==> src/rtl/pfa_pkg.sv <==
`timescale 1ns / 1ps
`default_nettype none

package pfa_pkg;

    // fixed field widths
    localparam int MODE_W   = 1;
    localparam int PIDX_W   = 4;
    localparam int AMT_W    = 16;
    localparam int REQN_W   = 8;
    localparam int PNUM_W   = 4;
    localparam int LEFT_W   = 16;
    localparam int POLICY_W = 2;
    localparam int CNT_W    = 5;
    localparam int CFG_IDX_W  = 1;
    localparam int CFG_DATA_W = 5;

    // input item modes
    localparam logic [MODE_W-1:0] MODE_LOAD = 1'b0;
    localparam logic [MODE_W-1:0] MODE_REQ  = 1'b1;

    // fit policies; the unused code behaves as first fit
    localparam logic [POLICY_W-1:0] POLICY_FIRST = 2'd0;
    localparam logic [POLICY_W-1:0] POLICY_BEST  = 2'd1;
    localparam logic [POLICY_W-1:0] POLICY_WORST = 2'd2;

    // configuration register indexes
    localparam logic [CFG_IDX_W-1:0] CFG_FIT_POLICY = 1'b0;
    localparam logic [CFG_IDX_W-1:0] CFG_PART_COUNT = 1'b1;

    localparam logic [CNT_W-1:0] CNT_RESET = 5'd16;

    // search token control moving down the cell chain
    typedef struct packed {
        logic valid;
        logic found;
    } t_scan;

endpackage

`default_nettype wire

==> src/rtl/pfa_in_if.sv <==
`timescale 1ns / 1ps
`default_nettype none

interface pfa_in_if;
    import pfa_pkg::*;

    logic                valid;
    logic                ready;
    logic [MODE_W-1:0]   mode;
    logic [PIDX_W-1:0]   partition_index;
    logic [AMT_W-1:0]    amount;

    modport source (output valid, output mode, output partition_index, output amount,
                    input ready);
    modport sink   (input valid, input mode, input partition_index, input amount,
                    output ready);
endinterface

`default_nettype wire

==> src/rtl/pfa_out_if.sv <==
`timescale 1ns / 1ps
`default_nettype none

interface pfa_out_if;
    import pfa_pkg::*;

    logic                valid;
    logic                ready;
    logic [REQN_W-1:0]   request_number;
    logic                allocated;
    logic [PNUM_W-1:0]   partition_number;
    logic [LEFT_W-1:0]   space_left;

    modport source (output valid, output request_number, output allocated,
                    output partition_number, output space_left, input ready);
    modport sink   (input valid, input request_number, input allocated,
                    input partition_number, input space_left, output ready);
endinterface

`default_nettype wire

==> src/rtl/pfa_cell.sv <==
`timescale 1ns / 1ps
`default_nettype none

module pfa_cell #(
    parameter int J      = 0,
    parameter int IDX_W  = 4,
    parameter int WIX    = 4,
    parameter int SIZE_W = 16
) (
    input  wire logic                        i_clk,
    input  wire logic                        i_rst_n,
    input  wire logic [pfa_pkg::CNT_W-1:0]   i_count,
    input  wire logic [pfa_pkg::POLICY_W-1:0] i_policy,
    input  wire logic [SIZE_W-1:0]           i_amt,
    input  wire logic                        i_wr_en,
    input  wire logic [WIX-1:0]              i_wr_idx,
    input  wire logic [SIZE_W-1:0]           i_wr_data,
    input  wire pfa_pkg::t_scan              i_scan,
    input  wire logic [IDX_W-1:0]            i_idx,
    input  wire logic [SIZE_W-1:0]           i_size,
    output pfa_pkg::t_scan                   o_scan,
    output logic [IDX_W-1:0]                 o_idx,
    output logic [SIZE_W-1:0]                o_size
);
    import pfa_pkg::*;

    localparam int CW = (IDX_W + 1 > CNT_W) ? IDX_W + 1 : CNT_W;
    localparam logic [CW-1:0]    J_CMP = CW'(J);
    localparam logic [WIX-1:0]   J_WR  = WIX'(J);
    localparam logic [IDX_W-1:0] J_IDX = IDX_W'(J);

    logic [SIZE_W-1:0] r_free;
    t_scan             r_scan;
    logic [IDX_W-1:0]  r_idx;
    logic [SIZE_W-1:0] r_size;

    logic in_range;
    logic fits;
    logic better;
    logic take;

    assign in_range = J_CMP < CW'(i_count);
    assign fits     = r_free >= i_amt;

    always_comb begin
        case (i_policy)
            POLICY_BEST:  better = i_size > r_free;
            POLICY_WORST: better = i_size < r_free;
            default:      better = 1'b0;
        endcase
    end

    assign take = i_scan.valid && in_range && fits && (!i_scan.found || better);

    always_ff @(posedge i_clk) begin
        if (i_wr_en && i_wr_idx == J_WR) begin
            r_free <= i_wr_data;
        end
        r_idx  <= take ? J_IDX : i_idx;
        r_size <= take ? r_free : i_size;
        if (!i_rst_n) begin
            r_scan <= '0;
        end else begin
            r_scan.valid <= i_scan.valid;
            r_scan.found <= i_scan.valid && (i_scan.found || take);
        end
    end

    assign o_scan = r_scan;
    assign o_idx  = r_idx;
    assign o_size = r_size;

endmodule

`default_nettype wire

==> src/rtl/partition_fit_allocator_core.sv <==
`timescale 1ns / 1ps
`default_nettype none

// Fixed partition allocator: one cell per partition, a search token walks the chain.
// Load item: no result; the next item can follow in the next cycle.
// Request item: no next transfer until the result is registered; launch, then the token passes
//   one cell per cycle, then the write-back, which waits while the result register is held.
// Reset: policy first fit, partition count 16, request counter zero, no result pending;
//   partition sizes are not cleared and must be loaded before they are searched.
module partition_fit_allocator_core #(
    parameter int NUM_PARTITIONS = 16,
    parameter int SIZE_WIDTH     = 16
) (
    input  wire logic                            i_clk,
    input  wire logic                            i_rst_n,
    input  wire logic                            i_cfg_we,
    input  wire logic [pfa_pkg::CFG_IDX_W-1:0]   i_cfg_idx,
    input  wire logic [pfa_pkg::CFG_DATA_W-1:0]  i_cfg_data,
    pfa_in_if.sink                               i_in,
    pfa_out_if.source                            o_out
);
    import pfa_pkg::*;

    localparam int IDX_W = (NUM_PARTITIONS > 1) ? $clog2(NUM_PARTITIONS) : 1;
    localparam int WIX   = (IDX_W > PIDX_W) ? IDX_W : PIDX_W;

    typedef enum logic [1:0] {
        ST_IDLE,
        ST_SCAN,
        ST_DONE
    } t_state;

    t_state                r_state;
    logic                  r_launch;
    logic [POLICY_W-1:0]   r_policy;
    logic [CNT_W-1:0]      r_count;
    logic [REQN_W-1:0]     r_req_cnt;
    logic [SIZE_WIDTH-1:0] r_amt;
    logic                  r_best_found;
    logic [IDX_W-1:0]      r_best_idx;
    logic [SIZE_WIDTH-1:0] r_best_size;
    logic                  r_out_valid;
    logic [REQN_W-1:0]     r_out_reqn;
    logic                  r_out_alloc;
    logic [PNUM_W-1:0]     r_out_pnum;
    logic [LEFT_W-1:0]     r_out_left;

    logic                  accept;
    logic                  load_ok;
    logic                  out_free;
    logic [SIZE_WIDTH-1:0] diff;
    logic                  wr_en;
    logic [WIX-1:0]        wr_idx;
    logic [SIZE_WIDTH-1:0] wr_data;

    t_scan                 c_scan [NUM_PARTITIONS+1];
    logic [IDX_W-1:0]      c_idx  [NUM_PARTITIONS+1];
    logic [SIZE_WIDTH-1:0] c_size [NUM_PARTITIONS+1];

    assign i_in.ready = (r_state == ST_IDLE);
    assign accept     = i_in.valid && (r_state == ST_IDLE);
    assign load_ok    = 32'(i_in.partition_index) < 32'(NUM_PARTITIONS);
    assign out_free   = !r_out_valid || o_out.ready;
    assign diff       = r_best_size - r_amt;

    always_comb begin
        wr_en   = 1'b0;
        wr_idx  = WIX'(r_best_idx);
        wr_data = diff;
        if (accept && i_in.mode == MODE_LOAD && load_ok) begin
            wr_en   = 1'b1;
            wr_idx  = WIX'(i_in.partition_index);
            wr_data = SIZE_WIDTH'(i_in.amount);
        end else if (r_state == ST_DONE && out_free && r_best_found) begin
            wr_en = 1'b1;
        end
    end

    // chain head: fresh token, nothing found yet
    assign c_scan[0].valid = r_launch;
    assign c_scan[0].found = 1'b0;
    assign c_idx[0]        = '0;
    assign c_size[0]       = '0;

    for (genvar g = 0; g < NUM_PARTITIONS; g++) begin : g_cell
        pfa_cell #(
            .J      (g),
            .IDX_W  (IDX_W),
            .WIX    (WIX),
            .SIZE_W (SIZE_WIDTH)
        ) u_cell (
            .i_clk     (i_clk),
            .i_rst_n   (i_rst_n),
            .i_count   (r_count),
            .i_policy  (r_policy),
            .i_amt     (r_amt),
            .i_wr_en   (wr_en),
            .i_wr_idx  (wr_idx),
            .i_wr_data (wr_data),
            .i_scan    (c_scan[g]),
            .i_idx     (c_idx[g]),
            .i_size    (c_size[g]),
            .o_scan    (c_scan[g+1]),
            .o_idx     (c_idx[g+1]),
            .o_size    (c_size[g+1])
        );
    end

    always_ff @(posedge i_clk) begin
        if (!i_rst_n) begin
            r_state     <= ST_IDLE;
            r_launch    <= 1'b0;
            r_policy    <= POLICY_FIRST;
            r_count     <= CNT_RESET;
            r_req_cnt   <= '0;
            r_out_valid <= 1'b0;
        end else begin
            r_launch <= 1'b0;
            if (o_out.ready) begin
                r_out_valid <= 1'b0;
            end
            if (i_cfg_we) begin
                unique case (i_cfg_idx)
                    CFG_FIT_POLICY: r_policy <= i_cfg_data[POLICY_W-1:0];
                    CFG_PART_COUNT: r_count  <= i_cfg_data[CNT_W-1:0];
                endcase
            end
            unique case (r_state)
                ST_IDLE: begin
                    if (accept) begin
                        if (i_in.mode == MODE_REQ) begin
                            r_amt     <= SIZE_WIDTH'(i_in.amount);
                            r_req_cnt <= r_req_cnt + REQN_W'(1);
                            r_launch  <= 1'b1;
                            r_state   <= ST_SCAN;
                        end else if (load_ok) begin
                            r_req_cnt <= '0;
                        end
                    end
                end
                ST_SCAN: begin
                    if (c_scan[NUM_PARTITIONS].valid) begin
                        r_best_found <= c_scan[NUM_PARTITIONS].found;
                        r_best_idx   <= c_idx[NUM_PARTITIONS];
                        r_best_size  <= c_size[NUM_PARTITIONS];
                        r_state      <= ST_DONE;
                    end
                end
                ST_DONE: begin
                    // result register must be free before the write-back commits
                    if (out_free) begin
                        r_out_valid <= 1'b1;
                        r_out_reqn  <= r_req_cnt;
                        r_out_alloc <= r_best_found;
                        r_out_pnum  <= r_best_found ? PNUM_W'(r_best_idx) : '0;
                        r_out_left  <= r_best_found ? LEFT_W'(diff) : '0;
                        r_state     <= ST_IDLE;
                    end
                end
                default: r_state <= ST_IDLE;
            endcase
        end
    end

    assign o_out.valid            = r_out_valid;
    assign o_out.request_number   = r_out_reqn;
    assign o_out.allocated        = r_out_alloc;
    assign o_out.partition_number = r_out_pnum;
    assign o_out.space_left       = r_out_left;

endmodule

`default_nettype wire

==> src/flat_wrapper.sv <==
// flat-port wrapper written by rule: the top's interface ports become plain ports
module partition_fit_allocator_core_flat import pfa_pkg::*;
#(
    parameter int NUM_PARTITIONS = 16,
    parameter int SIZE_WIDTH     = 16
)
  (i_clk, i_rst_n, i_cfg_we, i_cfg_idx, i_cfg_data, i_in_valid, i_in_mode, i_in_partition_index, i_in_amount, i_in_ready, o_out_valid, o_out_request_number, o_out_allocated, o_out_partition_number, o_out_space_left, o_out_ready);
  pfa_in_if i_in_i ();
  pfa_out_if o_out_i ();
  input  wire logic i_clk;
  input  wire logic i_rst_n;
  input  wire logic i_cfg_we;
  input  wire logic [pfa_pkg::CFG_IDX_W-1:0] i_cfg_idx;
  input  wire logic [pfa_pkg::CFG_DATA_W-1:0] i_cfg_data;
  input wire logic [$bits(i_in_i.valid)-1:0] i_in_valid;
  input wire logic [$bits(i_in_i.mode)-1:0] i_in_mode;
  input wire logic [$bits(i_in_i.partition_index)-1:0] i_in_partition_index;
  input wire logic [$bits(i_in_i.amount)-1:0] i_in_amount;
  output wire logic [$bits(i_in_i.ready)-1:0] i_in_ready;
  output wire logic [$bits(o_out_i.valid)-1:0] o_out_valid;
  output wire logic [$bits(o_out_i.request_number)-1:0] o_out_request_number;
  output wire logic [$bits(o_out_i.allocated)-1:0] o_out_allocated;
  output wire logic [$bits(o_out_i.partition_number)-1:0] o_out_partition_number;
  output wire logic [$bits(o_out_i.space_left)-1:0] o_out_space_left;
  input wire logic [$bits(o_out_i.ready)-1:0] o_out_ready;
  assign i_in_i.valid = i_in_valid;
  assign i_in_i.mode = i_in_mode;
  assign i_in_i.partition_index = i_in_partition_index;
  assign i_in_i.amount = i_in_amount;
  assign i_in_ready = i_in_i.ready;
  assign o_out_valid = o_out_i.valid;
  assign o_out_request_number = o_out_i.request_number;
  assign o_out_allocated = o_out_i.allocated;
  assign o_out_partition_number = o_out_i.partition_number;
  assign o_out_space_left = o_out_i.space_left;
  assign o_out_i.ready = o_out_ready;
  partition_fit_allocator_core #(.NUM_PARTITIONS(NUM_PARTITIONS), .SIZE_WIDTH(SIZE_WIDTH)) u_core (.i_clk(i_clk), .i_rst_n(i_rst_n), .i_cfg_we(i_cfg_we), .i_cfg_idx(i_cfg_idx), .i_cfg_data(i_cfg_data), .i_in(i_in_i), .o_out(o_out_i));
endmodule
==> config.mk <==
export PLATFORM = sky130hd
export DESIGN_NAME = partition_fit_allocator_core_flat
export DESIGN_NICKNAME = d
export VERILOG_FILES = /design/src/rtl/pfa_pkg.sv /design/src/rtl/pfa_in_if.sv /design/src/rtl/pfa_out_if.sv /design/src/rtl/pfa_cell.sv /design/src/rtl/partition_fit_allocator_core.sv /design/src/flat_wrapper.sv
export SDC_FILE = /design/constraint.sdc
export NUM_CORES = 1
export LEC_CHECK = 0
export ABC_CLOCK_PERIOD_IN_PS = 4000
export BUFFER_PORTS_ARGS = -buffer_cell sky130_fd_sc_hd__buf_2
export CORE_ASPECT_RATIO = 0.9
export CORE_MARGIN = 1.5
export CORE_UTILIZATION = 30
export CTS_BUF_LIST = sky130_fd_sc_hd__clkbuf_4 sky130_fd_sc_hd__clkbuf_8
export CTS_CLUSTER_SIZE = 14
export DETAILED_ROUTE_END_ITERATION = 10
export GPL_TIMING_DRIVEN = 0
export HOLD_SLACK_MARGIN = 0.08
export RECOVER_POWER = 50
export SETUP_SLACK_MARGIN = 0.05
export SYNTH_ARGS = -nofsm -noshare
export SYNTH_HDL_FRONTEND = slang
export SYNTH_SLANG_ARGS = --single-unit
==> constraint.sdc <==
create_clock -name i_clk -period 4 [get_ports i_clk]
set_input_delay 1.2 -clock i_clk [delete_from_list [all_inputs] [get_ports i_clk]]
set_output_delay 1.2 -clock i_clk [all_outputs]
set_load 0.01 [all_outputs]
==> results of run 1 <==
## cells in the mapped netlist, types with 10 or more instances
cell type	count
mux2_2	207
a21oi_1	162
or4_1	14
a211oi_1	48
nand2b_1	24
nand3_1	60
nand2_1	156
o211ai_1	42
nor2_1	101
mux2_4	12
o211a_1	14
nor3b_1	21
xor2_1	14
nor2b_1	56
and2_1	44
inv_1	283
or2_2	29
a31oi_1	12
nand4_1	67
clkbuf_1	29
ha_1	514
o21a_1	12
a2111o_1	10
a221oi_1	30
nor3_1	22
a21o_1	14
o21ai_0	113
edfxtp_1	322
dfxtp_1	356
mux2i_1	16
and4_1	15
## what timing repair did
item,in CTS,in global routing
endpoints found under the hold margin,0,0
buffers inserted,64,0
resized for setup,16,10
endpoints found under the setup margin,330,71
## per-layer routing
layer	routed length (microns)	up-vias
met5	34	-
met3	4850	178
met2	40700	600
li1	-	11200
met1	47400	11100
met4	2790	6
## worst reg2reg max path, cell delays in order, from the launching register on
cell,delay [ps]
edfxtp_1,380
clkinvlp_4,220
buf_12,210
clkbuf_1,230
ha_1,440
o21a_1,140
o31a_1,170
nor2_1,70
o21ai_0,380
a211oi_1,180
xor2_1,220
o21ai_2,830
buf_16,240
## flip-flops by register name (all words and copies together), names as in the netlist
name and count:
u_core.o_out.request_number 8, u_core.o_out.partition_number 4, u_core.g_cell.u_cell.o_scan 32, u_core.o_out.allocated 1
u_core.r_amt 16, u_core.r_best_idx 4, u_core.r_req_cnt 8, u_core.g_cell.u_cell.o_idx 49
u_core.r_count 5, u_core.g_cell.u_cell.o_size 256, u_core.r_best_found 1, u_core.g_cell.u_cell.r_free 256
u_core.r_policy 2, u_core.o_out.valid 1, u_core.r_launch 1, u_core.r_state 2
u_core.o_out.space_left 16, u_core.r_best_size 16
## power by group through the flow
stage	sequential [mW]	clock [mW]	combinational, mW
6_report	7.46	6.59	0.866
5_1_grt	7.46	7.00	0.936
4_1_cts	7.46	6.72	0.881
3_5_place_dp	7.60	0	0.821
3_3_place_gp	7.62	0	0.736
2_1_floorplan	7.58	0	0.408
## layout make-up
| class | instances | area, sq um |
|---|---|---|
| Fill cell | 11000 | 72000 |
| Multi-Input combinational cell | 1890 | 15900 |
| Sequential cell | 678 | 16800 |
| Antenna cell | 2 | 5.00 |
| Buffer | 40 | 186 |
| Inverter | 283 | 1100 |
| Tap cell | 1475 | 1850 |
| Clock buffer | 164 | 2060 |
| Timing Repair Buffer | 143 | 1260 |
| Clock inverter | 51 | 389 |
## metrics by stage
stage	utilization (%)	hold slack, ps	setup WS (ps)
6_report	35.5	400	106
5_1_grt	35.5	412	30.2
4_1_cts	35.6	404	48.9
3_5_place_dp	32.7	390	-799
3_3_place_gp	32.3	387	-3510
2_1_floorplan	-	386	739
## kinds of logic (layout without fill, tap and decap cells)
group | after synthesis | in the layout | synth area share [%]
multiplexers | 241 | 241 | 8.09
flip-flops | 678 | 678 | 49.6
other | 0 | 2 | 0
AO/OA/AOI/OAI | 493 | 493 | 9.54
buffers and inverters | 323 | 681 | 3.69
XOR/XNOR | 20 | 20 | 0.517
adder cells (fa/ha/maj) | 515 | 515 | 19.0
AND/OR/NAND/NOR | 621 | 621 | 9.54
## worst min-delay path by stage
stage | start | slack, ps | endpoint
after floorplan | u_core.g_cell[15].u_cell.o_scan[0] | 390 | u_core.r_best_found
after detailed placement | u_core.g_cell[15].u_cell.o_size[15] | 390 | u_core.r_best_size[15]
after CTS | u_core.g_cell[15].u_cell.o_size[15] | 400 | u_core.r_best_size[15]
final | u_core.g_cell[15].u_cell.o_size[15] | 400 | u_core.r_best_size[15]
after global routing | u_core.g_cell[15].u_cell.o_size[3] | 410 | u_core.r_best_size[3]
after global placement | u_core.g_cell[15].u_cell.o_size[14] | 390 | u_core.r_best_size[14]
==> flow_summary_export.csv, run 1 <==
group,metric,value,unit
sta,min_period,3890,ps
placement,io_buffers,62,
sta,fmaxAchievable,257,MHz
setup_path,worstPathRequired,4570,ps
power,netSwitchingPower,3.56,mW
global_routing,antenna_found_initial,5,
placement,place_congestion,0.848,
setup_path,critPathSlowestCell,"o21ai_2",
global_routing,grt_pass1_wl,143,mm
synthesis,synthArstFlopShare,0,%
synthesis,ys_ff_latch,678,
layout,drive_above_1_share,18.3,%
setup_path,worst-path-stages,12,
floorplanning,row_count,116,
placement,dpl_cell_area,0.0365,sq mm
global_routing,track_usage,16.6,%
global_routing,grt_max_degree,30,
layout,final_cell_mix,"514 x ha_1, 356 x dfxtp_1, 322 x edfxtp_1, 268 x inv_1, 195 x mux2_2",
sta,period_share,97.3,%
flow_run,maxCapViolCount,4,
setup_path,cp_num_buf_inv,4,
sta,rsz0062_at_grt,"yes",
layout,final_nets,3696,
power,power.share.sequential,50.0,%
placement,post-dp-hpwl,67.5,mm
synthesis,syn-cell-area,0.0339,sq mm
layout,stdcell_count,4726,
synthesis,synth_area_leaders,"edfxtp_1 29%, dfxtp_1 21%, ha_1 19%",
synthesis,avgSynthCellArea,11.7,sq um
cts,clk_pin_slew,60,ps
floorplanning,die_x,357,microns
cts,holdBufCountCts,0,
synthesis,netlist_instances,2891,
setup_path,cp.arrival,4470,ps
synthesis,ys.flop_type,"dfxtp_1",
floorplanning,start_util,30.4,%
global_routing,busiest_layer,"met2",
sta,hold_viol_final,0,
synthesis,yosysSeqAreaShare,49.6,%
synthesis,synth.top_cell.area_share,28.5,%
global_routing,met1_usage,23.8,%
power,p_int,11.4,mW
sta,finClkSkew,36.2,ps
synthesis,yosysWarningCount,0,
setup_path,cp-start-kind,"register",
power,powerDensity,377,mW/mm^2
drt,drc,0,
floorplanning,pin_count,63,
layout,area_delta_synth_final,16.9,%
sta,drv_slew,70,
setup_path,endpoint,"u_core.g_cell[7].u_cell.r_free[14]",
power,p_sw_share,23.9,%
floorplanning,dieArea,0.115,sq mm
setup_path,path_cells,"clkinvlp_4 > buf_12 > clkbuf_1 > ha_1 > o21a_1 > o31a_1 > nor2_1 > o21ai_0 > a211oi_1 > xor2_1 > o21ai_2 > buf_16",
floorplanning,core_area,0.112,sq mm
setup_path,max_stage_delay,830,ps
drt,dr.first_iter.drc_count,1536,
setup_path,ff2ff_path_depth,12,
sta,worst_pin_slew,2080,ps
outcome,outcome,"complete, but fails checks",
synthesis,ys_types,55,
drt,wl_per_cell,20.3,microns
global_routing,grt_pass1_vias,23300,
drt,vias_per_cell,4.89,
outcome,violations,"capacitance limit, slew limit",
drt,routed_wl,95.8,mm
synthesis,yosysTopAreaCell,"edfxtp_1",
sta,setup-tns-final,0,ps
cts,tritoncts.num_buffers,113,
power,leakage,16.8,nW
global_routing,gr-total-overflow,0,
cts,cts_sinks,678,
setup_path,crit_family,"compound AO/OA/AOI/OAI gates",
placement,dp_cells,4445,
worst_hold_path,min_path_cells,0,
power,power,14.9,mW
setup_path,crit_fanout,9,
power,p_comb_share,5.8,%
setup_path,cp-startpoint,"u_core.r_amt[4]",
layout,final_area,0.0396,sq mm
layout,final_common_cell,"ha_1",
cts,root_buffer,"clkbuf_8",
setup_path,reg2reg_from,"u_core.r_amt[4]",
sta,finalSetupViolations,0,
global_routing,met3_usage,2.75,%
drt,dr_total_vias,23100,
cts,htree_num_levels,3,
floorplanning,die_height,322,microns
drt,final_antenna_net_count,0,
setup_path,cp-end-kind,"register",
worst_hold_path,hold_class,"reg -> reg",
synthesis,synth_edf_count,322,
drt,drt_pass1_iterations,5,
cts,insertion_delay,750,ps
synthesis,syn_nets,3438,
cts,clockBufferDepth,3,
sta,maxSlewHeadroom,-38.7,%
global_routing,grt_util_met2,25.3,%
power,max-vdd-ir-drop,0.256,mV
cts,cts_tree,"done",
setup_path,reg2reg_to,"u_core.g_cell[7].u_cell.r_free[14]",
setup_path,critPathKind,"reg -> reg",
setup_path,reg2reg_slack,110,ps
power,p_clk_share,44.2,%
Power figures use the tool's default switching activity.
==> run 2, diff against run 1 <==
--- a/config.mk
+++ b/config.mk
@@ -5,6 +5,7 @@
 export SDC_FILE = /design/constraint.sdc
 export NUM_CORES = 1
 export LEC_CHECK = 0
+export ABC_AREA = 1
 export ABC_CLOCK_PERIOD_IN_PS = 4000
 export BUFFER_PORTS_ARGS = -buffer_cell sky130_fd_sc_hd__buf_2
 export CORE_ASPECT_RATIO = 0.9
==> run 2 against run 1 <==
Compared with the run above: the flow still finishes with violations (capacitance limit, slew limit); register-to-register slack worse by 60 ps; clock-buffer cell count is the same; maximum frequency decreased by 1.5%; clock power shrank 3.0%; worst hold slack worse by 2.1 ps; flip-flop and latch count unchanged; via count is 18% higher.
==> flow_summary_export.csv, run 2 <==
group,metric,value,unit
outcome,outcome,"complete, but fails checks",
outcome,violations,"capacitance limit, slew limit",
layout,final_area,0.0404,sq mm
layout,area_delta_synth_final,13.4,%
setup_path,reg2reg_from,"u_core.r_amt[0]",
setup_path,cp-end-kind,"register",
synthesis,ys_ff_latch,678,
global_routing,track_usage,16.5,%
worst_hold_path,min_path_cells,0,
cts,clockBufferDepth,3,
setup_path,reg2reg_slack,50,ps
floorplanning,die_height,330,microns
power,p_clk_share,43.4,%
placement,dp_cells,5636,
sta,finalSetupViolations,0,
power,netSwitchingPower,3.53,mW
setup_path,crit_fanout,9,
power,power,14.7,mW
setup_path,cp-start-kind,"register",
layout,final_common_cell,"nand2_1",
power,p_int,11.2,mW
sta,maxSlewHeadroom,-42.3,%
sta,fmaxAchievable,253,MHz
synthesis,yosysTopAreaCell,"edfxtp_1",
cts,root_buffer,"clkbuf_8",
global_routing,grt_max_degree,21,
sta,hold_viol_final,0,
global_routing,grt_pass1_vias,26200,
layout,final_nets,4716,
power,p_comb_share,5.9,%
worst_hold_path,holdCritStartpoint,"u_core.g_cell[15].u_cell.o_idx[0]",
drt,drc,0,
synthesis,synth_edf_count,322,
layout,fill_cells,12100,
sta,drv_slew,55,
layout,drive_above_1_share,8.43,%
synthesis,synthArstFlopShare,0,%
synthesis,synthTopCellsByCount,"1102 x nand2_1, 514 x ha_1, 504 x inv_1",
cts,cts_sinks,678,
cts,htree_num_levels,3,
synthesis,ys_types,50,
floorplanning,row_count,119,
flow_run,maxCapViolCount,6,
global_routing,gr-total-overflow,0,
cts,clk_pin_slew,70,ps
drt,routed_wl,101,mm
cts,tritoncts.num_buffers,104,
drt,vias_per_cell,4.66,
sta,rsz0062_at_grt,"no",
synthesis,yosysSeqAreaShare,47.2,%
cts,cts_tree,"done",
sta,finClkSkew,33.8,ps
global_routing,antenna_found_initial,8,
synthesis,yosysWarningCount,0,
cts,insertion_delay,740,ps
synthesis,ys.flop_type,"dfxtp_1",
worst_hold_path,hold_class,"reg -> reg",
placement,post-dp-hpwl,75.7,mm
synthesis,avgSynthCellArea,8.96,sq um
drt,final_antenna_net_count,0,
power,powerDensity,364,mW/mm^2
global_routing,met3_usage,3.08,%
setup_path,reg2reg_to,"u_core.g_cell[8].u_cell.r_free[4]",
cts,holdBufCountCts,0,
power,p_sw_share,24.0,%
layout,stdcell_count,5838,
synthesis,netlist_instances,3975,
sta,worst_pin_slew,2110,ps
synthesis,synth.top_cell.area_share,27.1,%
placement,place_congestion,0.864,
power,leakage,19.2,nW
synthesis,syn_nets,4522,
global_routing,grt_pass1_wl,152,mm
sta,min_period,3950,ps
synthesis,synthMostInstantiatedCell,"nand2_1",
drt,wl_per_cell,17.3,microns
layout,final_cell_mix,"1119 x nand2_1, 514 x ha_1, 499 x inv_1, 356 x dfxtp_1, 335 x nand3_1",
setup_path,cp.arrival,4180,ps
power,power.share.sequential,50.7,%
synthesis,synth_area_leaders,"edfxtp_1 27%, dfxtp_1 20%, ha_1 18%",
global_routing,busiest_layer,"met2",
floorplanning,dieArea,0.121,sq mm
setup_path,critPathKind,"reg -> reg",
sta,whs,398,ps
drt,drt_pass1_iterations,6,
global_routing,grt_util_met2,24.9,%
placement,io_buffers,61,
sta,period_share,98.8,%
floorplanning,start_util,30.4,%
synthesis,syn-cell-area,0.0356,sq mm
setup_path,worstPathRequired,4230,ps
placement,dpl_cell_area,0.0386,sq mm
global_routing,met1_usage,23.9,%
drt,dr_total_vias,27200,
worst_hold_path,hold_path_end,"u_core.r_best_idx[0]",
setup_path,ff2ff_path_depth,6,
floorplanning,die_x,366,microns
drt,dr.first_iter.drc_count,2254,
power,max-vdd-ir-drop,0.227,mV
floorplanning,core_area,0.117,sq mm
floorplanning,pin_count,63,
==> run 2: logic make-up (layout without fill, tap and decap cells) <==
logic type                 after synthesis  count (layout)  share of synthesized area (%)
adders and majority gates              515             515                           18.1
xor gates and xnor gates                10              10                          0.246
AOI/OAI and AO/OA                      430             430                           6.45
other                                    0               4                              0
buffers and inverters                  585             871                           6.96
DFF                                    678             678                           47.2
and+or+nand+nor                       1757            1757                           21.1
==> run 2: stage by stage <==
step | TNS [ps] | setup slack (ps) | utilization, %
CTS | 0 | 78.4 | 34.9
floorplan | 0 | 467 | -
finish | 0 | 48.6 | 34.4
global placement | -824580 | -3650 | 32.3
detailed placement | -15490 | -229 | 32.9
global route | 0 | 29.3 | 34.4
==> run 2: layout make-up <==
cell class,count,area (sq um),share of cell area (%)
Inverter,525,2000,4.94
Clock buffer,164,2050,5.08
Antenna cell,4,10.0,0.0248
Sequential cell,678,16800,41.6
Timing Repair Buffer,88,671,1.66
Tap cell,1573,1970,4.87
Clock inverter,34,299,0.740
Multi-Input combinational cell,2712,16200,40.1
Buffer,60,392,0.970
==> run 2: worst max-delay path: stages, from the launching register on <==
cell and delay, ps:
edfxtp_1 700, ha_1 370, fa_1 400, nand3b_1 170, nand2_1 140, xnor2_1 150
o21ai_1 1480
==> run 2: what timing repair did <==
| action | CTS | global route |
|---|---|---|
| setup buffers | 0 | 0 |
| endpoints found under the hold margin | 0 | 0 |
| setup endpoints to repair | 16 | 16 |
| cloned | 0 | 0 |
| gates resized for setup | 3 | 1 |
==> run 2: worst max path at each step <==
stage	start	to	slack (ps)	cells after the start
floorplan	i_rst_n	u_core.r_best_found	470	3
global placement	u_core.r_amt[2]	u_core.g_cell[7].u_cell.r_free[3]	-3650	6
detailed placement	i_in_valid	u_core.g_cell[2].u_cell.r_free[10]	-230	7
CTS	u_core.r_amt[6]	u_core.g_cell[10].u_cell.r_free[15]	80	9
global route	u_core.r_amt[0]	u_core.g_cell[10].u_cell.r_free[4]	30	6
finish	u_core.r_amt[0]	u_core.g_cell[8].u_cell.r_free[4]	50	6
==> run 2: routing by layer <==
metal / part of all wire [%] / up-vias
met2: 42 / 752
met4: 2.4 / 2
met5: 0.015 / -
met1: 49 / 12700
li1: - / 13600
met3: 6.8 / 166
==> run 2: power by group through the flow <==
stage	registers, mW	logic, mW	clock network, mW
2_1_floorplan	7.57	0.442	0
3_3_place_gp	7.62	0.773	0
3_5_place_dp	7.60	0.883	0
4_1_cts	7.45	0.889	6.50
5_1_grt	7.46	0.952	6.83
6_report	7.45	0.871	6.39
